$ cat config.mk
export PLATFORM = sky130hd
export DESIGN_NAME = radio_stop_and_wait_link
export DESIGN_NICKNAME = d
export VERILOG_FILES = /design/src/rtl/rswl_pkg.sv /design/src/rtl/rswl_cfg.sv /design/src/rtl/rswl_step.sv /design/src/rtl/radio_stop_and_wait_link.sv
export SDC_FILE = /design/constraint.sdc
export NUM_CORES = 1
export LEC_CHECK = 0
export BUFFER_PORTS_ARGS = -buffer_cell sky130_fd_sc_hd__buf_4
export CORE_MARGIN = 2
export CORE_UTILIZATION = 35
export DETAILED_ROUTE_END_ITERATION = 7
export GPL_ROUTABILITY_DRIVEN = 0
export GPL_TIMING_DRIVEN = 0
export MAX_ROUTING_LAYER = met4
export SYNTH_ARGS = -nofsm -noshare
export SYNTH_HDL_FRONTEND = slang
export SYNTH_SLANG_ARGS = --single-unit
$ cat constraint.sdc
create_clock -name clk -period 5.47 [get_ports clk]
set_input_delay 0.8205 -clock clk [delete_from_list [all_inputs] [get_ports clk]]
set_output_delay 0.8205 -clock clk [all_outputs]
set_load 0.02 [all_outputs]
$ cat src/rtl/rswl_pkg.sv
// Shared types, codes and limits for the stop-and-wait radio link controller.
// No dependencies; imported by every module of the block.
package rswl_pkg;

	localparam int HEADER_BYTES   = 11;
	localparam int MAX_PAYLOAD    = 32;
	localparam int MAX_CMD_PARAMS = 7;

	localparam int CFG_ADDR_W = 3;
	localparam int IN_DATA_W  = 104;
	localparam int OUT_DATA_W = 104;

	localparam logic [31:0] NODE_ID_RESET = 32'hFFFF_FFFF;

	typedef enum logic [3:0] {
		ST_INIT        = 4'd0,
		ST_RECEIVE     = 4'd1,
		ST_RECEIVING   = 4'd2,
		ST_SENDING_ACK = 4'd3,
		ST_PROCESS     = 4'd4,
		ST_SEND        = 4'd5,
		ST_SENDING     = 4'd6,
		ST_WAIT_ACK    = 4'd7,
		ST_IDLE        = 4'd8
	} link_state_t;

	typedef enum logic [2:0] {
		CMD_NONE     = 3'd0,
		CMD_INIT     = 3'd1,
		CMD_RX_ON    = 3'd2,
		CMD_RX_OFF   = 3'd3,
		CMD_SEND     = 3'd4,
		CMD_SEND_ACK = 3'd5,
		CMD_STANDBY  = 3'd6
	} drv_cmd_t;

	typedef enum logic [2:0] {
		KIND_TICK     = 3'd0,
		KIND_PKT      = 3'd1,
		KIND_RX_DONE  = 3'd2,
		KIND_TX_DONE  = 3'd3,
		KIND_APP_DATA = 3'd4,
		KIND_APP_CMD  = 3'd5
	} kind_t;

	typedef enum logic [1:0] {
		MT_DATA  = 2'd0,
		MT_CMD   = 2'd1,
		MT_ACK   = 2'd2,
		MT_OTHER = 2'd3
	} pkt_type_t;

	typedef enum logic [1:0] {
		DLV_NONE = 2'd0,
		DLV_DATA = 2'd1,
		DLV_CMD  = 2'd2
	} deliver_t;

	localparam logic [0:0] REG_ROOT_MODE = 1'b0;
	localparam logic [0:0] REG_NODE_ID   = 1'b1;

	typedef struct packed {
		logic        root_mode;
		logic [31:0] node_id;
	} cfg_t;

	typedef struct packed {
		logic [2:0]        kind;
		logic [7:0]        length;
		logic [1:0]        pkt_type;
		logic [31:0]       dest_id;
		logic [31:0]       src_addr;
		logic [7:0]        msg_num;
		logic [7:0]        ack_num;
		logic signed [7:0] rssi;
		logic              sent_flag;
		logic              driver_ok;
	} in_item_t;

	typedef struct packed {
		logic [3:0]        link_state;
		logic [2:0]        driver_cmd;
		logic [1:0]        deliver;
		logic signed [7:0] deliver_rssi;
		logic [31:0]       deliver_source;
		logic [31:0]       reply_dest;
		logic [7:0]        reply_num;
		logic              append_accepted;
		logic              outgoing_pending;
		logic [7:0]        outgoing_num;
	} result_t;

endpackage

$ cat src/rtl/rswl_cfg.sv
// APB configuration registers: root_mode at 0x0, node_id at 0x4.
// Depends on rswl_pkg.
module rswl_cfg (
	input  logic                             clk,
	input  logic                             arst_n,
	input  logic                             psel,
	input  logic                             penable,
	input  logic                             pwrite,
	input  logic [rswl_pkg::CFG_ADDR_W-1:0]  paddr,
	input  logic [31:0]                      pwdata,
	output logic [31:0]                      prdata,
	output logic                             pready,
	output rswl_pkg::cfg_t                   cfg
);
	import rswl_pkg::*;

	logic        root_mode_q;
	logic [31:0] node_id_q;
	logic        wr_en;

	assign pready = 1'b1;
	assign wr_en  = psel & penable & pwrite;

	always_ff @(posedge clk or negedge arst_n) begin
		if (!arst_n) begin
			root_mode_q <= 1'b0;
			node_id_q   <= NODE_ID_RESET;
		end else if (wr_en) begin
			if (paddr[2] == REG_NODE_ID) begin
				node_id_q <= pwdata;
			end else begin
				root_mode_q <= pwdata[0];
			end
		end
	end

	assign prdata = (paddr[2] == REG_NODE_ID) ? node_id_q : {31'd0, root_mode_q};

	assign cfg.root_mode = root_mode_q;
	assign cfg.node_id   = node_id_q;

endmodule

$ cat src/rtl/rswl_step.sv
// Link state registers and the single-pass transition logic for one event.
// Depends on rswl_pkg.
module rswl_step (
	input  logic               clk,
	input  logic               arst_n,
	input  logic               adv,
	input  rswl_pkg::in_item_t item,
	input  rswl_pkg::cfg_t     cfg,
	output rswl_pkg::result_t  res
);
	import rswl_pkg::*;

	link_state_t       fsm_q, fsm_d;
	logic              out_valid_q, out_valid_d;
	logic [31:0]       out_dest_q, out_dest_d;
	logic [7:0]        out_number_q, out_number_d;
	logic [7:0]        next_number_q, next_number_d;
	logic              in_valid_q, in_valid_d;
	logic [1:0]        in_type_q, in_type_d;
	logic [31:0]       in_source_q, in_source_d;
	logic signed [7:0] in_rssi_q, in_rssi_d;
	logic              ack_due_q, ack_due_d;
	logic [31:0]       ack_dest_q, ack_dest_d;
	logic [7:0]        ack_number_q, ack_number_d;

	drv_cmd_t          cmd;
	deliver_t          dlv;
	logic              acc;
	logic              root;
	logic              ok;
	logic              hdr_ok;
	logic [7:0]        app_limit;

	always_ff @(posedge clk or negedge arst_n) begin
		if (!arst_n) begin
			fsm_q         <= ST_INIT;
			out_valid_q   <= 1'b0;
			out_dest_q    <= '0;
			out_number_q  <= '0;
			next_number_q <= '0;
			in_valid_q    <= 1'b0;
			in_type_q     <= '0;
			in_source_q   <= '0;
			in_rssi_q     <= '0;
			ack_due_q     <= 1'b0;
			ack_dest_q    <= '0;
			ack_number_q  <= '0;
		end else if (adv) begin
			fsm_q         <= fsm_d;
			out_valid_q   <= out_valid_d;
			out_dest_q    <= out_dest_d;
			out_number_q  <= out_number_d;
			next_number_q <= next_number_d;
			in_valid_q    <= in_valid_d;
			in_type_q     <= in_type_d;
			in_source_q   <= in_source_d;
			in_rssi_q     <= in_rssi_d;
			ack_due_q     <= ack_due_d;
			ack_dest_q    <= ack_dest_d;
			ack_number_q  <= ack_number_d;
		end
	end

	assign root   = cfg.root_mode;
	assign ok     = item.driver_ok;
	assign hdr_ok = (item.length >= 8'(HEADER_BYTES)) && (item.dest_id == cfg.node_id);
	assign app_limit = (item.kind == KIND_APP_DATA) ? 8'(MAX_PAYLOAD) : 8'(MAX_CMD_PARAMS);

	always_comb begin
		fsm_d         = fsm_q;
		out_valid_d   = out_valid_q;
		out_dest_d    = out_dest_q;
		out_number_d  = out_number_q;
		next_number_d = next_number_q;
		in_valid_d    = in_valid_q;
		in_type_d     = in_type_q;
		in_source_d   = in_source_q;
		in_rssi_d     = in_rssi_q;
		ack_due_d     = ack_due_q;
		ack_dest_d    = ack_dest_q;
		ack_number_d  = ack_number_q;
		cmd           = CMD_NONE;
		dlv           = DLV_NONE;
		acc           = 1'b0;
		res           = '0;

		case (item.kind)
			KIND_TICK: begin
				case (fsm_q)
					ST_INIT: begin
						cmd   = CMD_INIT;
						fsm_d = ST_IDLE;
					end
					ST_RECEIVE: begin
						cmd       = CMD_RX_ON;
						ack_due_d = 1'b0;
						fsm_d     = ok ? ST_RECEIVING : ST_IDLE;
					end
					ST_PROCESS: begin
						fsm_d = ST_IDLE;
						if (in_valid_q) begin
							if (root && out_valid_q && (out_dest_q == in_source_q))
								fsm_d = ST_SEND;
							dlv                = (in_type_q == MT_DATA) ? DLV_DATA : DLV_CMD;
							res.deliver_rssi   = in_rssi_q;
							res.deliver_source = in_source_q;
							in_valid_d         = 1'b0;
							in_type_d          = '0;
							in_source_d        = '0;
							in_rssi_d          = '0;
						end
					end
					ST_SEND: begin
						if (!out_valid_q) begin
							fsm_d = root ? ST_RECEIVE : ST_IDLE;
						end else begin
							cmd   = CMD_SEND;
							fsm_d = ok ? ST_SENDING : ST_IDLE;
						end
					end
					ST_IDLE: begin
						if (out_valid_q)
							fsm_d = ST_SEND;
						else if (root)
							fsm_d = ST_RECEIVE;
						else
							cmd = CMD_STANDBY;
					end
					default: ;
				endcase
			end
			KIND_PKT: begin
				if (hdr_ok) begin
					if (item.pkt_type == MT_ACK && fsm_q == ST_WAIT_ACK) begin
						if (item.ack_num == out_number_q)
							out_valid_d = 1'b0;
						cmd = CMD_RX_OFF;
					end else if ((item.pkt_type == MT_DATA || item.pkt_type == MT_CMD)
							&& fsm_q == ST_RECEIVING) begin
						in_valid_d   = 1'b1;
						in_type_d    = item.pkt_type;
						in_source_d  = item.src_addr;
						in_rssi_d    = item.rssi;
						ack_dest_d   = item.src_addr;
						ack_number_d = item.msg_num;
						ack_due_d    = 1'b1;
						cmd          = CMD_RX_OFF;
					end
				end
			end
			KIND_RX_DONE: begin
				if (fsm_q == ST_WAIT_ACK) begin
					fsm_d = root ? ST_IDLE : ST_RECEIVE;
				end else if (fsm_q == ST_RECEIVING) begin
					if (ack_due_q) begin
						cmd            = CMD_SEND_ACK;
						res.reply_dest = ack_dest_q;
						res.reply_num  = ack_number_q;
						fsm_d          = ok ? ST_SENDING_ACK : ST_PROCESS;
					end else begin
						fsm_d = ST_IDLE;
					end
				end
			end
			KIND_TX_DONE: begin
				if (fsm_q == ST_SENDING) begin
					if (item.sent_flag) begin
						cmd   = CMD_RX_ON;
						fsm_d = ok ? ST_WAIT_ACK : ST_IDLE;
					end else begin
						fsm_d = ST_IDLE;
					end
				end else if (fsm_q == ST_SENDING_ACK) begin
					fsm_d = ST_PROCESS;
				end
			end
			KIND_APP_DATA, KIND_APP_CMD: begin
				if (!out_valid_q && item.length != 8'd0 && item.length <= app_limit) begin
					out_valid_d   = 1'b1;
					out_dest_d    = item.dest_id;
					out_number_d  = next_number_q;
					next_number_d = next_number_q + 8'd1;
					acc           = 1'b1;
				end
			end
			default: ;
		endcase

		res.link_state       = fsm_d;
		res.driver_cmd       = cmd;
		res.deliver          = dlv;
		res.append_accepted  = acc;
		res.outgoing_pending = out_valid_d;
		res.outgoing_num     = out_valid_d ? out_number_d : 8'd0;
	end

endmodule

$ cat src/rtl/radio_stop_and_wait_link.sv
// Top level of the stop-and-wait radio link controller: input register,
// result register and APB port. Depends on rswl_pkg, rswl_cfg, rswl_step.
//
//  channel  | direction | transfer / write      | payload
//  s_axis   | in        | s_tvalid & s_tready   | s_tuser kind, s_tdata event fields
//  m_axis   | out       | m_tvalid & m_tready   | m_tdata result fields
//  apb      | in        | psel&penable&pwrite   | root_mode @0x0, node_id @0x4
//
// One event per cycle sustained while m_tready is high; each event passes the input register, then the result register.
// The transition runs between the input register and the result register.
// Reset: state init, nothing pending, root_mode 0, node_id all ones.
// m_tready low holds the result; intake stops once the input register fills.
module radio_stop_and_wait_link (
	input  logic                                  clk,
	input  logic                                  arst_n,
	input  logic                                  s_tvalid,
	output logic                                  s_tready,
	// [7:0] length, [9:8] pkt_type, [41:10] dest_id, [73:42] src_addr,
	// [81:74] msg_num, [89:82] ack_num, [97:90] rssi, [98] sent_flag,
	// [99] driver_ok, [103:100] zero
	input  logic [rswl_pkg::IN_DATA_W-1:0]        s_tdata,
	// [2:0] kind
	input  logic [2:0]                            s_tuser,
	output logic                                  m_tvalid,
	input  logic                                  m_tready,
	// [3:0] link_state, [6:4] driver_cmd, [8:7] deliver, [16:9] deliver_rssi,
	// [48:17] deliver_source, [80:49] reply_dest, [88:81] reply_num,
	// [89] append_accepted, [90] outgoing_pending, [98:91] outgoing_num,
	// [103:99] zero
	output logic [rswl_pkg::OUT_DATA_W-1:0]       m_tdata,
	input  logic                                  psel,
	input  logic                                  penable,
	input  logic                                  pwrite,
	input  logic [rswl_pkg::CFG_ADDR_W-1:0]       paddr,
	input  logic [31:0]                           pwdata,
	output logic [31:0]                           prdata,
	output logic                                  pready
);
	import rswl_pkg::*;

	cfg_t     cfg;
	in_item_t item_s1, item_in;
	logic     vld_s1;
	result_t  res_c, res_s2;
	logic     vld_s2;
	logic     adv;

	assign item_in.kind      = s_tuser;
	assign item_in.length    = s_tdata[7:0];
	assign item_in.pkt_type  = s_tdata[9:8];
	assign item_in.dest_id   = s_tdata[41:10];
	assign item_in.src_addr  = s_tdata[73:42];
	assign item_in.msg_num   = s_tdata[81:74];
	assign item_in.ack_num   = s_tdata[89:82];
	assign item_in.rssi      = s_tdata[97:90];
	assign item_in.sent_flag = s_tdata[98];
	assign item_in.driver_ok = s_tdata[99];

	assign adv      = vld_s1 & (~vld_s2 | m_tready);
	assign s_tready = ~vld_s1 | adv;

	always_ff @(posedge clk or negedge arst_n) begin
		if (!arst_n) begin
			vld_s1 <= 1'b0;
			vld_s2 <= 1'b0;
		end else begin
			if (s_tready)
				vld_s1 <= s_tvalid;
			if (adv)
				vld_s2 <= 1'b1;
			else if (m_tready)
				vld_s2 <= 1'b0;
		end
	end

	always_ff @(posedge clk) begin
		if (s_tvalid && s_tready)
			item_s1 <= item_in;
		if (adv)
			res_s2 <= res_c;
	end

	rswl_cfg u_cfg (
		.clk     (clk),
		.arst_n  (arst_n),
		.psel    (psel),
		.penable (penable),
		.pwrite  (pwrite),
		.paddr   (paddr),
		.pwdata  (pwdata),
		.prdata  (prdata),
		.pready  (pready),
		.cfg     (cfg)
	);

	rswl_step u_step (
		.clk    (clk),
		.arst_n (arst_n),
		.adv    (adv),
		.item   (item_s1),
		.cfg    (cfg),
		.res    (res_c)
	);

	assign m_tvalid = vld_s2;
	assign m_tdata  = {5'd0, res_s2.outgoing_num, res_s2.outgoing_pending,
		res_s2.append_accepted, res_s2.reply_num, res_s2.reply_dest,
		res_s2.deliver_source, res_s2.deliver_rssi, res_s2.deliver,
		res_s2.driver_cmd, res_s2.link_state};

endmodule

## Word-level counts from Yosys, hierarchy flattened

Index checks and enable logic that the tools add are counted.

- Register bits after elaboration: 374
- Bits of input ports: 149
- Output and inout bits: 139
- Word-level logic and storage cells: 172

- Add/subtract/negate cells: 1
- Magnitude comparators: 2
- Equal/unequal tests: 24
- Muxes and demuxes: 70
- Bitwise logic cells: 12
- Reduce and logical (&&, ||, !) cells: 27

Operator list:

| kind | number |
|---|---|
| two-way mux 32 bit | 6 |
| == test 32 bit | 2 |
| two-way mux 4 bit | 16 |
| one-hot mux 32 bit (2 select lines) | 1 |
| two-way mux 8 bit | 7 |
| two-way mux 3 bit | 10 |
| one-hot mux 3 bit (4 select lines) | 2 |
| one-hot mux 4 bit (5 select lines) | 1 |
| == test 4 x 3 -> 1 bit (second input constant) | 4 |
| two-way mux 2 bit | 8 |
| one-hot mux 8 bit (2 select lines) | 1 |
| two-way mux 1 bit | 12 |
| one-hot mux 4 bit (3 select lines) | 1 |
| AND reduction 6 bit | 2 |
| adder 8 x 1 -> 8 bit (second input constant) | 1 |
| == test 4 x 2 -> 1 bit (second input constant) | 2 |
| == test 8 bit | 1 |
| >= comparator 8 x 4 -> 1 bit (second input constant) | 1 |
| <= comparator 8 bit | 1 |
| logical AND 1 bit | 8 |
| nonzero test 8 bit | 1 |
| NOT 1 bit | 7 |
| AND reduction 7 bit | 1 |
| == test 3 x 2 -> 1 bit (second input constant) | 2 |
| other kinds (24) | 38 |

## Longest topological paths before layout

- Depth in word-level cells: 7
- Mapped depth: 12
- Gate-level depth less buffers: 8

## Hierarchy

From an unflattened synthesis, not the netlist that was laid out.

- Cells, all modules: 1032
- Area total of the unflattened synthesis: 15481.1 um^2

Modules (own cells, without submodules):

| module | instances | cells an instance | area each (um^2) | sequential area each (um^2) |
|---|---|---|---|---|
| rswl_step | 1 | 707 | 7621.1 | 3428.3 |
| radio_stop_and_wait_link | 1 | 216 | 6211.0 | 6115.9 |
| rswl_cfg | 1 | 109 | 1649.1 | 865.8 |

## Worst setup path before layout

Ideal clock, no wire load.

- Path type: input -> register
- Start: input port m_tready
- End: register u_step.in_source_q[10]
- Library setup time: 0.121 ns
- Arrival: 4.266 ns
- Data required time: 5.349 ns
- Slack: 1.083 ns
- Stages on the path: 8
- Path buffers: 2
- Cell sequence: nand2b_1 -> nand2_1 -> inv_1 -> o21ai_1 -> a221o_1 -> clkbuf_1 -> buf_2 -> a22o_1

- Cells in the longest elaborated chain, start to end: 3

RTL lines:

| item | line | source |
|---|---|---|
| from (decl) | radio_stop_and_wait_link.sv:25 | `input logic m_tready,` |
| OR 1 bit | radio_stop_and_wait_link.sv:59 | `assign adv = vld_s1 & (~vld_s2 \| m_tready);` |
| bitwise AND 1 bit | radio_stop_and_wait_link.sv:59 |  |
| via adv | radio_stop_and_wait_link.sv:46 | `logic adv;` |
| AND reduction 7 bit (no line) | - |  |
| to (signal assigned) | rswl_step.sv:56 | `in_source_q <= in_source_d;` |
| to (decl) | rswl_step.sv:20 | `logic [31:0] in_source_q, in_source_d;` |

The timed path passes the listed nets, and every way through them passes these cells.
A chain may end at the register's enable or synchronous reset.

## Worst setup path after layout

- Start: register item_s1[99] (netlist bit)
- End: register u_step.in_source_q[0]

- Cells in the longest elaborated chain, start to end: 4

RTL lines:

| item | line | source |
|---|---|---|
| from (decl) | radio_stop_and_wait_link.sv:42 | `in_item_t item_s1, item_in;` |
| from (signal assigned) | radio_stop_and_wait_link.sv:78 | `item_s1 <= item_in;` |
| >= comparator 8 x 4 -> 1 bit | rswl_step.sv:66 | `assign hdr_ok = (item.length >= 8'(HEADER_BYTES)) && (item.dest_id == cfg.node_id);` |
| logical AND 1 bit | rswl_step.sv:66 |  |
| inequality test 2 x 1 -> 1 bit (no line) | - |  |
| AND reduction 7 bit (no line) | - |  |

Every way passes these cells.

==> qor.json <==
{
  "drive_above_1_share": 0.374,
  "routed_wl_um": 40900,
  "postPlaceCellArea_mm2": 0.0181,
  "fin_crit_ns": 3.53,
  "global_route.overflow_total": 0,
  "finish.net_count": 1489,
  "timing.setup.tns_ns": 0,
  "timing.critical_path.fanout_max": 10,
  "yosys-top-cells-area": "edfxtp_1 40%, dfrtp_1 23%, mux2_2 8.0%, dfstp_2 5.6%, xnor2_1 3.4%",
  "ys_warn_count": 0,
  "max-slew-margin-rel": 0.133,
  "max-vdd-ir-drop_mv": 0.279,
  "tritoncts_num_sinks": 374,
  "clkLatencyLatePin_ns": 0.57,
  "clock_power_share": 0.389,
  "synth_top_cell_by_area": "edfxtp_1",
  "post-cts-setup-buffers": 0,
  "combinational_share_of_power": 0.129,
  "drt-initial-drc-count": 558,
  "first_global_vias": 9786,
  "crit_chain": "or2_2, a2111oi_0, nor3_1, nand3_1, a221o_1, clkbuf_1, buf_2, a22o_1",
  "crit_slowest_cell": "a2111oi_0",
  "finalCoreUtilization": 0.452,
  "grt_pass1_wl_um": 60700,
  "clk_pin_slew_ns": 0.05,
  "cts-hold-fix-buffers": 0,
  "routed_via_density": 4.82,
  "first_pass_iters": 5,
  "slowest_stage_delay_on_critical_path_ns": 1.08,
  "cts-buffers-inserted": 43,
  "power.static_leakage_nw": 8.35,
  "number_of_antenna_violations_at_the_first_check_in_global_routing": 0,
  "fp.coreArea_mm2": 0.0429,
  "synth-seq-area-share": 0.687,
  "outcome": "completed",
  "numPortBuffers": 275,
  "n_antenna_cell": 0,
  "postSynthRegisterBits": 374,
  "worstPathArrival_ns": 4.02,
  "synth_largest_type_area_fraction": 0.400,
  "clock_tree_root_driver_cell": "clkbuf_16",
  "grt_start_max_net_pins": 91,
  "cap_violations": 0,
  "die_y_um": 212,
  "ant_nets": 0,
  "routed-via-count": 9431,
  "switching_share": 0.258,
  "fillers": 3849,
  "synthCells": 1010,
  "achievable-frequency_ghz": 0.284,
  "worst_setup_path_end_kind": "flip-flop",
  "tightestPinTransition_ns": 1.27,
  "internal_power_mw": 5.20,
  "rrSetupSlack_ns": 1.94,
  "timing.critical_path.from_type": "flip-flop",
  "grt_setup_unrepaired": "false",
  "count_leader_synth": "edfxtp_1",
  "cts-resized-gates": 0,
  "cts_tree": "yes",
  "p_switching_mw": 1.81,
  "synthesis.area_mm2": 0.0151,
  "stdcell_area_mm2": 0.0194,
  "setup_viol": 0,
  "drc": 0,
  "hpwl_um": 29600,
  "floorplan.initialDensity": 0.353,
  "synth_async_sr_flop_share": 0.460,
  "fin_ws_ns": 1.94,
  "syn_area_per_cell_um2": 15.0,
  "design.die.area_mm2": 0.0450,
  "maxSlewViolCount": 0,
  "ys.flop_type": "edfxtp_1",
  "clock_tree.buffer_depth": 3,
  "report.final.hold_viol_count": 0,
  "netlist_top_cells_count": "202 x edfxtp_1, 140 x dfrtp_1, 108 x mux2_2, 74 x and2_1, 59 x xnor2_1",
  "htree_num_levels": 2,
  "worstSetupPathType": "reg2reg",
  "seqPwrFrac": 0.481,
  "power_per_standard_cell_area_mw_per_mm2": 362,
  "critPathRequiredTime_ns": 5.97,
  "global_route.usage.total": 0.189,
  "timing.final.crit_share": 0.645,
  "synth-edff-count": 202,
  "layout-area-overhead-vs-synth_pct": 27.9,
  "total_power_mw": 7.01,
  "post_drt_wl_per_cell_um": 20.9,
  "min-delay-path-class": "in2async",
  "yosysUniqueCellTypes": 64,
  "fp-row-count": 76,
  "clock-skew-final_ns": 0.0167,
  "die_x_um": 212,
  "placement.setup.worst_slack_ns": 1.73,
  "ios": 288
}
[layout by cell type, fill, tap and decap left out, types with 16 or more instances in the layout]
master / n
clkbuf_16: 44
and2_1: 73
mux2_2: 108
buf_4: 281
xnor2_1: 59
nor2_1: 37
a22o_1: 42
a21oi_1: 16
xor2_1: 20
buf_2: 17
dfstp_2: 32
clkbuf_1: 45
and3_1: 42
edfxtp_1: 202
nand2_1: 24
dfrtp_1: 140
nand4_1: 23
[kinds of logic after synthesis]
logic type,Yosys count,share of synthesized area
other cells,2,0.000496
mux,117,0.0868
simple gates,257,0.101
compound gates,114,0.0569
buf+inv,64,0.0195
flops,374,0.687
xor+xnor,79,0.0457
fa+ha+maj,3,0.00248
[power groups by stage]
stage / Clock (mW) / Combinational (mW) / Sequential (mW)
after floorplan: 0 / 0.480 / 3.43
after global placement: 0 / 0.884 / 3.45
after detailed placement: 0 / 0.910 / 3.43
after CTS: 2.79 / 0.916 / 3.38
after global routing: 2.89 / 0.987 / 3.40
final: 2.73 / 0.907 / 3.37
[worst paths after layout]
| kind | from | end | depth (start not counted) |
|---|---|---|---|
| max | item_s1[99] | u_step.in_source_q[0] | 8 |
| min | arst_n | u_cfg.root_mode_q | 1 |
| max reg2reg | item_s1[99] | u_step.in_source_q[0] | 8 |
| min reg2reg | u_step.ack_dest_q[5] | u_step.ack_dest_q[5] | 1 |
| max in group asynchronous | arst_n | u_step.in_rssi_q[7] | 2 |
| min in group clk | s_tdata[45] | item_s1[29] | 1 |
[sequential cells by signal, summed over array words and instances (netlist names), 4 cells and up]
| register | flops |
|---|---|
| m_tdata | 99 |
| u_cfg.node_id_q | 32 |
| u_step.ack_dest_q | 32 |
| u_step.out_dest_q | 32 |
| u_step.fsm_q | 4 |
| u_step.ack_number_q | 8 |
| u_step.in_source_q | 32 |
| u_step.next_number_q | 8 |
| u_step.out_number_q | 8 |
| u_step.in_rssi_q | 8 |
| item_s1 | 103 |
[through the flow]
step                cells  hold WS, ns
floorplan            1014        0.439
global placement     1874        0.448
detailed placement   1877        0.460
CTS                  1956        0.279
global route         1956        0.294
finish               1956        0.255
[cell type report]
type                            count  area [um^2]  share of cell area
Buffer                             57          269              0.0139
Clock buffer                       62         1200              0.0619
Clock inverter                     17          121             0.00626
Inverter                            7         28.8             0.00149
Multi-Input combinational cell    576         4460               0.230
Sequential cell                   374        10400               0.537
Tap cell                          585          732              0.0378
Timing Repair Buffer              278         2150               0.111
[layer usage]
layer | vias up | routed length, um | global-route usage
met5 | - | 0 | -
met1 | 4714 | 17900 | 0.242
met3 | 55 | 2310 | 0.0408
met4 | 0 | 916 | 0.0505
met2 | 296 | 19800 | 0.304
li1 | 4366 | - | -
[critical path, delay by kind of cell (launching register included)]
family                 cells  cell delay, ns
buffers and inverters      2            0.64
and+or+nand+nor            3            1.00
DFF                        1            0.35
AOI/OAI and AO/OA          3            1.46
No activity file was read; power rests on OpenSTA's default activity.
